## src/design/lrs_pkg.sv

```systemverilog
package lrs_pkg;

  // Field widths fixed by the interface.
  localparam int unsigned OpW    = 3;
  localparam int unsigned TimeW  = 32;
  localparam int unsigned IntvW  = 31;
  localparam int unsigned CountW = 8;
  localparam int unsigned CodeW  = 3;
  localparam int unsigned AddrW  = 5;
  localparam int unsigned DataW  = 32;

  // Register reset values.
  localparam logic [IntvW-1:0]  BaseIntvReset  = 31'd1000;
  localparam logic [IntvW-1:0]  MaxIntvReset   = 31'd30000;
  localparam logic [TimeW-1:0]  ConnToReset    = 32'd10000;
  localparam logic [TimeW-1:0]  HbToReset      = 32'd60000;
  localparam logic [CountW-1:0] MaxAttReset    = 8'd10;

  typedef enum logic [2:0] {
    ST_DISC    = 3'd0,
    ST_ADV     = 3'd1,
    ST_CONNING = 3'd2,
    ST_CONN    = 3'd3,
    ST_RECON   = 3'd4,
    ST_ERR     = 3'd5
  } phase_t;

  typedef enum logic [2:0] {
    EV_NONE      = 3'd0,
    EV_CONNECTED = 3'd1,
    EV_LOST      = 3'd2,
    EV_RECON     = 3'd3,
    EV_FAILED    = 3'd4
  } event_t;

  typedef enum logic [2:0] {
    OP_TICK       = 3'd0,
    OP_CONNECTED  = 3'd1,
    OP_CONNECTING = 3'd2,
    OP_DISCONNECT = 3'd3,
    OP_RECONNECT  = 3'd4,
    OP_HEARTBEAT  = 3'd5,
    OP_BEGIN      = 3'd6
  } opcode_t;

  typedef enum logic [2:0] {
    REG_BASE_INTV = 3'd0,
    REG_MAX_INTV  = 3'd1,
    REG_CONN_TO   = 3'd2,
    REG_HB_TO     = 3'd3,
    REG_MAX_ATT   = 3'd4
  } reg_idx_t;

  // Configuration register set.
  typedef struct packed {
    logic [IntvW-1:0]  base_intv;
    logic [IntvW-1:0]  max_intv;
    logic [TimeW-1:0]  conn_to;
    logic [TimeW-1:0]  hb_to;
    logic [CountW-1:0] max_att;
  } cfg_t;

  // Supervisor state carried from one request to the next.
  typedef struct packed {
    phase_t            phase;
    logic [TimeW-1:0]  last_attempt;
    logic [TimeW-1:0]  last_hb;
    logic [IntvW-1:0]  intv;
    logic [CountW-1:0] attempts;
  } link_st_t;

endpackage

```

## src/design/lrs_cfg_regs.sv

```systemverilog
module lrs_cfg_regs (
  input  logic                        clk,
  input  logic                        rst_n,
  input  logic                        psel,
  input  logic                        penable,
  input  logic                        pwrite,
  input  logic [lrs_pkg::AddrW-1:0]   paddr,
  input  logic [lrs_pkg::DataW-1:0]   pwdata,
  output logic [lrs_pkg::DataW-1:0]   prdata,
  output logic                        pready,
  output lrs_pkg::cfg_t               cfg
);

  lrs_pkg::cfg_t    cfg_r;
  lrs_pkg::cfg_t    cfg_nxt;
  lrs_pkg::reg_idx_t idx;
  logic             wr_en;

  assign pready = 1'b1;
  assign idx    = lrs_pkg::reg_idx_t'(paddr[4:2]);
  assign wr_en  = psel && penable && pwrite;
  assign cfg    = cfg_r;

  // Register write decode; unmapped addresses are ignored.
  always_comb begin
    cfg_nxt = cfg_r;
    if (wr_en) begin
      unique case (idx)
        lrs_pkg::REG_BASE_INTV: cfg_nxt.base_intv = pwdata[lrs_pkg::IntvW-1:0];
        lrs_pkg::REG_MAX_INTV:  cfg_nxt.max_intv  = pwdata[lrs_pkg::IntvW-1:0];
        lrs_pkg::REG_CONN_TO:   cfg_nxt.conn_to   = pwdata;
        lrs_pkg::REG_HB_TO:     cfg_nxt.hb_to     = pwdata;
        lrs_pkg::REG_MAX_ATT:   cfg_nxt.max_att   = pwdata[lrs_pkg::CountW-1:0];
        default: ;
      endcase
    end
  end

  always_ff @(posedge clk) begin
    if (!rst_n) begin
      cfg_r.base_intv <= lrs_pkg::BaseIntvReset;
      cfg_r.max_intv  <= lrs_pkg::MaxIntvReset;
      cfg_r.conn_to   <= lrs_pkg::ConnToReset;
      cfg_r.hb_to     <= lrs_pkg::HbToReset;
      cfg_r.max_att   <= lrs_pkg::MaxAttReset;
    end else begin
      cfg_r <= cfg_nxt;
    end
  end

  // Read-back mux.
  always_comb begin
    unique case (idx)
      lrs_pkg::REG_BASE_INTV: prdata = {1'b0, cfg_r.base_intv};
      lrs_pkg::REG_MAX_INTV:  prdata = {1'b0, cfg_r.max_intv};
      lrs_pkg::REG_CONN_TO:   prdata = cfg_r.conn_to;
      lrs_pkg::REG_HB_TO:     prdata = cfg_r.hb_to;
      lrs_pkg::REG_MAX_ATT:   prdata = {24'd0, cfg_r.max_att};
      default:                prdata = '0;
    endcase
  end

endmodule

```

## src/design/lrs_next.sv

```systemverilog
module lrs_next (
  input  lrs_pkg::cfg_t                cfg,
  input  lrs_pkg::link_st_t            st,
  input  logic [lrs_pkg::OpW-1:0]      opcode,
  input  logic [lrs_pkg::TimeW-1:0]    now_ms,
  output lrs_pkg::link_st_t            st_nxt,
  output lrs_pkg::event_t              ev,
  output logic [lrs_pkg::TimeW-1:0]    connected_for
);

  lrs_pkg::phase_t            req_phase;
  logic                       req_en;
  logic                       force_fail;
  logic [lrs_pkg::TimeW-1:0]  since_attempt;
  logic [lrs_pkg::TimeW-1:0]  since_hb;
  logic [lrs_pkg::TimeW-1:0]  dbl_intv;
  logic                       intv_elapsed;

  assign since_attempt = now_ms - st.last_attempt;
  assign since_hb      = now_ms - st.last_hb;
  assign dbl_intv      = {st.intv, 1'b0};
  assign intv_elapsed  = since_attempt > {1'b0, st.intv};

  always_comb begin
    st_nxt     = st;
    ev         = lrs_pkg::EV_NONE;
    req_en     = 1'b0;
    req_phase  = st.phase;
    force_fail = 1'b0;

    // Opcode decode: updates that precede any state request.
    unique case (lrs_pkg::opcode_t'(opcode))
      lrs_pkg::OP_TICK: begin
        unique case (st.phase) inside
          lrs_pkg::ST_DISC: begin
            if (intv_elapsed) begin
              req_en    = 1'b1;
              req_phase = lrs_pkg::ST_RECON;
            end
          end
          lrs_pkg::ST_ADV, lrs_pkg::ST_CONNING: begin
            if (since_attempt > cfg.conn_to) begin
              req_en    = 1'b1;
              req_phase = lrs_pkg::ST_RECON;
            end
          end
          lrs_pkg::ST_CONN: begin
            if (since_hb > cfg.hb_to) begin
              req_en    = 1'b1;
              req_phase = lrs_pkg::ST_DISC;
            end
          end
          lrs_pkg::ST_RECON: begin
            if (intv_elapsed) begin
              req_en = 1'b1;
              if (st.attempts < cfg.max_att) begin
                // Count the attempt and double the interval up to the ceiling.
                st_nxt.attempts     = st.attempts + 8'd1;
                st_nxt.intv         = (dbl_intv < {1'b0, cfg.max_intv}) ?
                                      dbl_intv[lrs_pkg::IntvW-1:0] : cfg.max_intv;
                st_nxt.last_attempt = now_ms;
                req_phase           = lrs_pkg::ST_ADV;
              end else begin
                req_phase  = lrs_pkg::ST_ERR;
                force_fail = 1'b1;
              end
            end
          end
          default: ;
        endcase
      end
      lrs_pkg::OP_CONNECTED: begin
        req_en    = 1'b1;
        req_phase = lrs_pkg::ST_CONN;
      end
      lrs_pkg::OP_CONNECTING: begin
        req_en    = 1'b1;
        req_phase = lrs_pkg::ST_CONNING;
      end
      lrs_pkg::OP_DISCONNECT: begin
        req_en    = 1'b1;
        req_phase = lrs_pkg::ST_DISC;
      end
      lrs_pkg::OP_RECONNECT: begin
        st_nxt.attempts = '0;
        st_nxt.intv     = cfg.base_intv;
        req_en          = 1'b1;
        req_phase       = lrs_pkg::ST_RECON;
      end
      lrs_pkg::OP_HEARTBEAT: begin
        st_nxt.last_hb = now_ms;
      end
      lrs_pkg::OP_BEGIN: begin
        st_nxt.phase    = lrs_pkg::ST_DISC;
        st_nxt.attempts = '0;
        st_nxt.intv     = cfg.base_intv;
      end
      default: ;
    endcase

    // State entry: a request for the state already held does nothing.
    if (req_en && (req_phase != st.phase)) begin
      st_nxt.phase = req_phase;
      unique case (req_phase)
        lrs_pkg::ST_CONN: begin
          st_nxt.intv     = cfg.base_intv;
          st_nxt.attempts = '0;
          st_nxt.last_hb  = now_ms;
          ev              = lrs_pkg::EV_CONNECTED;
        end
        lrs_pkg::ST_DISC: begin
          ev = (st.phase == lrs_pkg::ST_CONN) ? lrs_pkg::EV_LOST : lrs_pkg::EV_NONE;
        end
        lrs_pkg::ST_RECON: ev = lrs_pkg::EV_RECON;
        default:           ev = lrs_pkg::EV_NONE;
      endcase
    end

    // Giving up reports a failure regardless of the entry event.
    if (force_fail) begin
      ev = lrs_pkg::EV_FAILED;
    end
  end

  assign connected_for = (st_nxt.phase == lrs_pkg::ST_CONN) ?
                         (now_ms - st_nxt.last_attempt) : '0;

endmodule

```

## src/design/link_reconnect_supervisor_top.sv

```systemverilog
// Each result passes two registers: the accepting edge loads the input register, and the
// result register loads when the request advances, which a stalled result side can hold off.
// Throughput: one request per cycle; the supervisor state updates in a single
// pass through the next-state logic, so requests stall only while the result side holds off.
// Reset (rst_n low, synchronous): both pipeline stages empty, link disconnected,
// times and attempts zero, interval and registers at their default values.
module link_reconnect_supervisor_top (
  input  logic                        clk,
  input  logic                        rst_n,
  // Request channel
  input  logic                        in_valid,
  output logic                        in_ready,
  input  logic [lrs_pkg::OpW-1:0]     in_opcode,
  input  logic [lrs_pkg::TimeW-1:0]   in_now_ms,
  // Result channel
  output logic                        out_valid,
  input  logic                        out_ready,
  output logic [2:0]                  out_link_state,
  output logic [lrs_pkg::CodeW-1:0]   out_event_code,
  output logic [lrs_pkg::CountW-1:0]  out_attempt_count,
  output logic [lrs_pkg::IntvW-1:0]   out_current_interval,
  output logic [lrs_pkg::TimeW-1:0]   out_connected_for,
  // Configuration port
  input  logic                        psel,
  input  logic                        penable,
  input  logic                        pwrite,
  input  logic [lrs_pkg::AddrW-1:0]   paddr,
  input  logic [lrs_pkg::DataW-1:0]   pwdata,
  output logic [lrs_pkg::DataW-1:0]   prdata,
  output logic                        pready
);

  lrs_pkg::cfg_t               cfg;
  lrs_pkg::link_st_t           st_r;
  lrs_pkg::link_st_t           st_nxt;
  lrs_pkg::event_t             ev_nxt;
  logic [lrs_pkg::TimeW-1:0]   conn_for_nxt;

  logic                        s1_valid_r;
  logic [lrs_pkg::OpW-1:0]     s1_opcode_r;
  logic [lrs_pkg::TimeW-1:0]   s1_now_r;

  logic                        out_valid_r;
  logic [2:0]                  out_state_r;
  logic [lrs_pkg::CodeW-1:0]   out_event_r;
  logic [lrs_pkg::CountW-1:0]  out_att_r;
  logic [lrs_pkg::IntvW-1:0]   out_intv_r;
  logic [lrs_pkg::TimeW-1:0]   out_conn_for_r;

  logic                        out_free;
  logic                        advance;
  logic                        in_fire;

  lrs_cfg_regs u_cfg (
    .clk     (clk),
    .rst_n   (rst_n),
    .psel    (psel),
    .penable (penable),
    .pwrite  (pwrite),
    .paddr   (paddr),
    .pwdata  (pwdata),
    .prdata  (prdata),
    .pready  (pready),
    .cfg     (cfg)
  );

  lrs_next u_next (
    .cfg           (cfg),
    .st            (st_r),
    .opcode        (s1_opcode_r),
    .now_ms        (s1_now_r),
    .st_nxt        (st_nxt),
    .ev            (ev_nxt),
    .connected_for (conn_for_nxt)
  );

  // Pipeline flow control: the result register frees up when empty or taken.
  assign out_free = !out_valid_r || out_ready;
  assign advance  = s1_valid_r && out_free;
  assign in_ready = !s1_valid_r || out_free;
  assign in_fire  = in_valid && in_ready;

  // Input register.
  always_ff @(posedge clk) begin
    if (!rst_n) begin
      s1_valid_r <= 1'b0;
    end else if (in_ready) begin
      s1_valid_r <= in_valid;
    end
  end

  always_ff @(posedge clk) begin
    if (in_fire) begin
      s1_opcode_r <= in_opcode;
      s1_now_r    <= in_now_ms;
    end
  end

  // Supervisor state commits as each request moves into the result register.
  always_ff @(posedge clk) begin
    if (!rst_n) begin
      st_r.phase        <= lrs_pkg::ST_DISC;
      st_r.last_attempt <= '0;
      st_r.last_hb      <= '0;
      st_r.intv         <= lrs_pkg::BaseIntvReset;
      st_r.attempts     <= '0;
    end else if (advance) begin
      st_r <= st_nxt;
    end
  end

  // Result register.
  always_ff @(posedge clk) begin
    if (!rst_n) begin
      out_valid_r <= 1'b0;
    end else if (out_free) begin
      out_valid_r <= s1_valid_r;
    end
  end

  always_ff @(posedge clk) begin
    if (advance) begin
      out_state_r    <= st_nxt.phase;
      out_event_r    <= ev_nxt;
      out_att_r      <= st_nxt.attempts;
      out_intv_r     <= st_nxt.intv;
      out_conn_for_r <= conn_for_nxt;
    end
  end

  assign out_valid            = out_valid_r;
  assign out_link_state       = out_state_r;
  assign out_event_code       = out_event_r;
  assign out_attempt_count    = out_att_r;
  assign out_current_interval = out_intv_r;
  assign out_connected_for    = out_conn_for_r;

  // A request leaving the input register always lands in the result register.
  assert property (@(posedge clk) disable iff (!rst_n) advance |=> out_valid_r)
    else $error("result register did not capture an advancing request");

  // A connected event leaves the link connected with attempts cleared.
  assert property (@(posedge clk) disable iff (!rst_n)
    (out_valid_r && out_event_r == lrs_pkg::EV_CONNECTED) |->
      (out_state_r == lrs_pkg::ST_CONN && out_att_r == '0))
    else $error("connected event without connected state");

  // Connection time is reported only while connected.
  assert property (@(posedge clk) disable iff (!rst_n)
    (out_valid_r && out_state_r != lrs_pkg::ST_CONN) |-> (out_conn_for_r == '0))
    else $error("nonzero connection time outside connected state");

  // Failure always lands in the error state; a loss always lands disconnected.
  assert property (@(posedge clk) disable iff (!rst_n)
    (out_valid_r && out_event_r == lrs_pkg::EV_FAILED) |-> (out_state_r == lrs_pkg::ST_ERR))
    else $error("failure event outside error state");

  assert property (@(posedge clk) disable iff (!rst_n)
    (out_valid_r && out_event_r == lrs_pkg::EV_LOST) |-> (out_state_r == lrs_pkg::ST_DISC))
    else $error("lost event outside disconnected state");

endmodule

```

## config.mk

```make
export PLATFORM = sky130hd
export DESIGN_NAME = link_reconnect_supervisor_top
export DESIGN_NICKNAME = d
export VERILOG_FILES = /design/src/design/lrs_pkg.sv /design/src/design/lrs_cfg_regs.sv /design/src/design/lrs_next.sv /design/src/design/link_reconnect_supervisor_top.sv
export SDC_FILE = /design/constraint.sdc
export NUM_CORES = 1
export LEC_CHECK = 0
export BUFFER_PORTS_ARGS = -buffer_cell sky130_fd_sc_hd__buf_2
export CAP_MARGIN = 5
export CELL_PAD_IN_SITES_DETAIL_PLACEMENT = 0
export CELL_PAD_IN_SITES_GLOBAL_PLACEMENT = 1
export CORE_MARGIN = 3
export CORE_UTILIZATION = 47
export CTS_BUF_LIST = sky130_fd_sc_hd__clkbuf_16
export CTS_CLUSTER_SIZE = 40
export DETAILED_ROUTE_END_ITERATION = 16
export PLACE_DENSITY = 0.93
export SLEW_MARGIN = 20
export SYNTH_ARGS = -nofsm -noshare
export SYNTH_HDL_FRONTEND = slang
export SYNTH_SLANG_ARGS = --single-unit
```

## constraint.sdc

```tcl
create_clock -name clk -period 10.64 [get_ports clk]
set_clock_uncertainty 0.15 [all_clocks]
set_input_delay 2.128 -clock clk [delete_from_list [all_inputs] [get_ports clk]]
set_output_delay 2.128 -clock clk [all_outputs]
set_load 0.005 [all_outputs]
```

# Word level (Yosys, flattened, before mapping)
# Index checks and enable logic that the tools add are counted.
[op_classes]
n_addsub = 4
n_lt_le_gt_ge = 5
eq_ne = 18
mux = 34
bitwise_logic = 1
reduce_logical = 23
[op_table]
columns = ["operator", "count"]
rows = [
  ["two-way mux 32 bit", 5],
  ["case mux 32 bit (5 select lines)", 1],
  ["two-way mux 71 bit", 2],
  ["two-way mux 39 bit", 3],
  ["subtractor 32 bit", 3],
  ["case mux 39 bit (2 select lines)", 1],
  ["greater-than comparator 32 bit", 2],
  ["greater-than comparator 32 x 31 -> 1 bit", 1],
  ["< comparator 32 x 31 -> 1 bit", 1],
  ["two-way mux 31 bit", 1],
  ["equality test 3 x 2 -> 1 bit (second input constant)", 8],
  ["two-way mux 3 bit", 8],
  ["equality test 3 bit (second input constant)", 6],
  ["case mux 3 bit (5 select lines)", 1],
  ["zero test 3 bit", 4],
  ["case mux 3 bit (4 select lines)", 1],
  ["AND reduction 2 bit", 5],
  ["equality test 3 x 1 -> 1 bit (second input constant)", 3],
  ["case mux 3 bit (3 select lines)", 1],
  ["adder 8 x 1 -> 8 bit (second input constant)", 1],
  ["< comparator 8 bit", 1],
  ["OR reduction 2 bit", 4],
  ["two-way mux 1 bit", 7],
  ["logical AND 1 bit", 5],
  ["other kinds (8)", 10],
]
[totals]
regBits = 354
inputBits = 79
elab_cells = 105

# Logic depth before layout (Yosys ltp)
[logic_depth]
depth_word = 9
depth_mapped = 42
depth_no_buf = 40

# Modules after synthesis
# From an unflattened synthesis, not the netlist that was laid out.
[hier_totals]
hier_cells = 2687
area_unflattened_um2 = 24398.4
[modules_own_cells]
columns = ["mod", "instances", "cells_per_inst", "area_each_um2", "seq_area_each_um2"]
rows = [
  ["lrs_next", 1, 1498, 10650.2, 0.0],
  ["link_reconnect_supervisor_top", 1, 582, 7671.1, 5525.3],
  ["lrs_cfg_regs", 1, 607, 6077.1, 2682.6],
]

# Least setup slack after synthesis
# No wires, ideal clock.
[synth_timing]
path_kind = "register to register"
startpoint = "register s1_now_r[0] (netlist name)"
endpoint = "register out_conn_for_r (netlist bit out_connected_for[30]) (data pin)"
t_arrival_ns = 8.198
required_time_ns = 10.233
slack_ns = 2.035
path_stages_with_launch = 43
period_less_slack_ns = 8.605
cell_sequence = "edfxtp_1 > inv_1 > ha_1 > inv_1 > fa_1 > a21o_1 > a21oi_1 > o21a_1 > o21ai_0 > o211ai_1 > a31oi_1 > a22oi_1 > a211oi_1 > o21a_1 > a21o_1 > a21oi_1 > xnor2_1 > ha_1 > [7 not listed] > and2_1 > buf_2 > buf_4 > mux2_2 > ha_1 > fa_1 > nor2b_1 > o2111ai_1 > a21boi_0 > o311ai_0 > a21oi_1 > nor2_1 > a2111oi_0 > a31oi_1 > o21a_1 > o21ai_0 > xnor2_1 > nor2_1"
[synth_rtl]
columns = ["item", "line_no", "rtl"]
rows = [
  ["start: declaration", "link_reconnect_supervisor_top.sv:41", "logic [lrs_pkg::TimeW-1:0] s1_now_r;"],
  ["start signal: assignment", "link_reconnect_supervisor_top.sv:95", "s1_now_r <= in_now_ms;"],
  ["end signal: assignment", "link_reconnect_supervisor_top.sv:127", "out_conn_for_r <= conn_for_nxt;"],
  ["end: declaration", "link_reconnect_supervisor_top.sv:48", "logic [lrs_pkg::TimeW-1:0] out_conn_for_r;"],
]

==> flow_metrics.py <==
metrics = {
    "routing": {
        "via_per_inst": 5.97,
        "drc": 0,
        "postRouteWirelength_microns": 71100,
        "first_pass_iters": 5,
        "ant_nets": 0,
        "wl_per_cell_microns": 20.5,
        "vias": 20800,
        "initialDrtViolationCount": 1767,
    },
    "min_path": {
        "min_from": "u_cfg.cfg[98]",
        "hold_depth": 2,
        "hold_class": "flip-flop to flip-flop",
        "whs_endpoint": "u_cfg.cfg[98]",
    },
    "floorplan": {
        "core_sq_mm": 0.0480,
        "die_y_microns": 227,
        "num_io_pins": 191,
        "rows": 80,
        "design.die.area_sq_mm": 0.0515,
        "die_x_microns": 227,
        "start_util_pct": 47.8,
    },
    "pwr": {
        "ir_drop_mv": 0.0987,
        "leakagePower_uw": 0.0101,
        "power_density_mw_per_mm2": 147,
    },
    "timing": {
        "whs_ns": 0.321,
        "tightest_slew_ns": 1.15,
        "hold_violations": 0,
        "rsz0062_at_grt": "no",
        "timing.setup.tns_ns": 0,
        "relSlewSlack_pct": 23.2,
        "post-route-min-period_ns": 9.88,
        "finalSetupViolCount": 0,
        "final-max-slew-violation-count": 0,
        "fmax_mhz": 101,
        "period_share_pct": 92.9,
    },
    "logic_synthesis": {
        "syn-num-nets": 3004,
        "synth_largest_area_cell": "dfxtp_1",
        "synth_edf_count": 112,
        "synth.area.top_cells": "dfxtp_1 (21%), edfxtp_1 (15%), ha_1 (12%)",
        "synth_ff_type": "dfxtp_1",
        "yosys_warnings": 0,
        "avgSynthCellArea_sq_um": 8.52,
        "synth.distinct_cells": 80,
        "synth.top_cell.area_share_pct": 21.1,
        "syn-instance-count": 2696,
        "synth_area_sq_mm": 0.0230,
        "asyncSetResetFlopFracSynth_pct": 0,
        "ys_seq_elements": 354,
        "ys_seq_area_share_pct": 35.7,
    },
    "setup_path": {
        "worstPathArrival_ns": 10.02,
        "cp.required_ns": 10.77,
        "crit_type": "flip-flop to flip-flop",
        "critPathCaptureType": "flip-flop",
        "worst_path_max_delay_cell": "edfxtp_1",
        "cp_max_fo": 4,
        "slowest_delay_ns": 0.41,
        "rr_worst_depth": 42,
        "r2r_setup_slack_ns": 0.76,
        "startpoint_type": "flip-flop",
        "r2r-end": "out_connected_for[30]",
        "regToRegStartpoint": "s1_now_r[0]",
    },
    "final_layout": {
        "final_cell_mix": "nand2_1 (369), a21oi_1 (247), dfxtp_1 (242)",
        "drive_gt1_share_pct": 12.5,
        "nets": 3131,
        "mostFrequentLayoutCell": "nand2_1",
        "syn_to_final_growth_pct": 13.1,
        "fin_util_pct": 54.0,
        "nFillCells": 4427,
        "instances_no_fill": 3475,
    },
    "placed_design": {
        "place_inst": 3393,
        "finalWeightedCongestion": 0.911,
        "dp_hpwl_microns": 51600,
        "io_buffers": 187,
    },
    "clock_network": {
        "cts_htree_levels": 2,
        "cts.sinks": 354,
        "postCtsSetupBuffers": 0,
        "root_buffer": "clkbuf_16",
        "path_clk_slew_ns": 0.06,
        "cts_buffers": 42,
        "cts_tree": "done",
        "clockBufferDepth": 3,
        "clock_latency_ns": 0.58,
    },
    "global_route": {
        "antenna_found_initial": 4,
        "grt_overflow_total": 0,
        "grt_start_max_net_pins": 97,
        "grt_pass1_wl_microns": 110000,
        "grt_usage_pct": 27.1,
        "first_global_vias": 20100,
    },
    "run": {
        "cap_violations": 0,
    },
    "run_status": {
        "status": "finished clean",
    },
}
[routing by layer]
layer | wire, microns | part of all wire [%] | GRT usage (%) | up-vias
li1 | - | - | - | 9945
met1 | 30200 | 42 | 35.5 | 9800
met2 | 32500 | 46 | 44.6 | 834
met3 | 5390 | 7.6 | 4.45 | 174
met4 | 2920 | 4.1 | 11.4 | 2
met5 | 12 | 0.017 | 0 | -
[through the flow]
stage / total power, uW / setup slack [ns] / cell area [sq um]
floorplan: 2030 / 2.04 / 23000
global placement: 2250 / 0.784 / 24400
detailed placement: 2280 / 0.794 / 24400
CTS: 3820 / 0.750 / 25900
global route: 3980 / 0.143 / 26000
finish: 3810 / 0.758 / 26000
[worst max-delay path: cells and delay by family (launching register included)]
family,cells,cell delay [ns]
AND/OR/NAND/NOR,8,1.02
flip-flops,1,0.41
buffers and inverters,4,0.56
AO/OA/AOI/OAI,22,5.17
adder cells (fa/ha/maj),5,1.56
multiplexers,1,0.30
XOR/XNOR,2,0.42
[how the worst max path moves through the flow]
stage / startpoint / to / slack [ns] / cells past startpoint
2_1_floorplan: s1_now_r[0] / out_connected_for[30] / 2.04 / 42
3_3_place_gp: s1_now_r[0] / out_connected_for[30] / 0.78 / 42
3_5_place_dp: s1_now_r[0] / out_connected_for[30] / 0.79 / 42
4_1_cts: s1_now_r[0] / out_connected_for[30] / 0.75 / 42
5_1_grt: s1_now_r[0] / out_connected_for[30] / 0.14 / 42
6_report: s1_now_r[0] / out_connected_for[30] / 0.76 / 42
[what timing repair did]
item / in CTS / in global routing
resized for setup: 0 / 1
endpoints found under the setup margin: 0 / 1
hold buffers: 0 / 0
[state kept, by name (all words and copies together), names as in the netlist]
name	count
out_valid	1
s1_valid_r	1
out_event_code	3
out_connected_for	32
out_current_interval	31
out_attempt_count	8
s1_now_r	32
st_r	106
out_link_state	3
u_cfg.cfg	134
s1_opcode_r	3
[area by class of cell]
| cell class | instances | area, sq um | share of cell area [%] |
|---|---|---|---|
| multi-input cells | 1971 | 13400 | 51.6 |
| flip-flops and latches | 354 | 8210 | 31.6 |
| repair buffers | 222 | 1220 | 4.70 |
| clock buffers | 45 | 1130 | 4.34 |
| inverters | 232 | 878 | 3.38 |
| well taps | 615 | 769 | 2.96 |
| clock inverters | 33 | 354 | 1.36 |
| diodes | 3 | 7.51 | 0.0289 |
[cell usage after synthesis (63+ instances only)]
library cell and n:
a21oi_1 248, o21ai_0 120, nand2_1 369, inv_1 229, edfxtp_1 112, nor2_1 156, clkbuf_1 111, dfxtp_1 242
mux2i_1 63, nand3_1 97, ha_1 226
[logic make-up (layout without fill, tap and decap cells)]
logic type | after synthesis | after routing | synth area share [%]
AOI/OAI and AO/OA | 718 | 718 | 20.1
xor gates and xnor gates | 73 | 73 | 2.78
adders and majority gates | 229 | 229 | 12.6
buffers and inverters | 371 | 532 | 6.23
DFF | 354 | 354 | 35.7
muxes | 95 | 95 | 5.48
other | 1 | 4 | 0.0163
and+or+nand+nor | 855 | 855 | 17.1
[power by group]
group          switching, uW  internal (uW)
Sequential              36.3           1430
Combinational            488            306
Clock                    623            920
Total                   1150           2660
No activity file was read; power rests on OpenSTA's default activity.
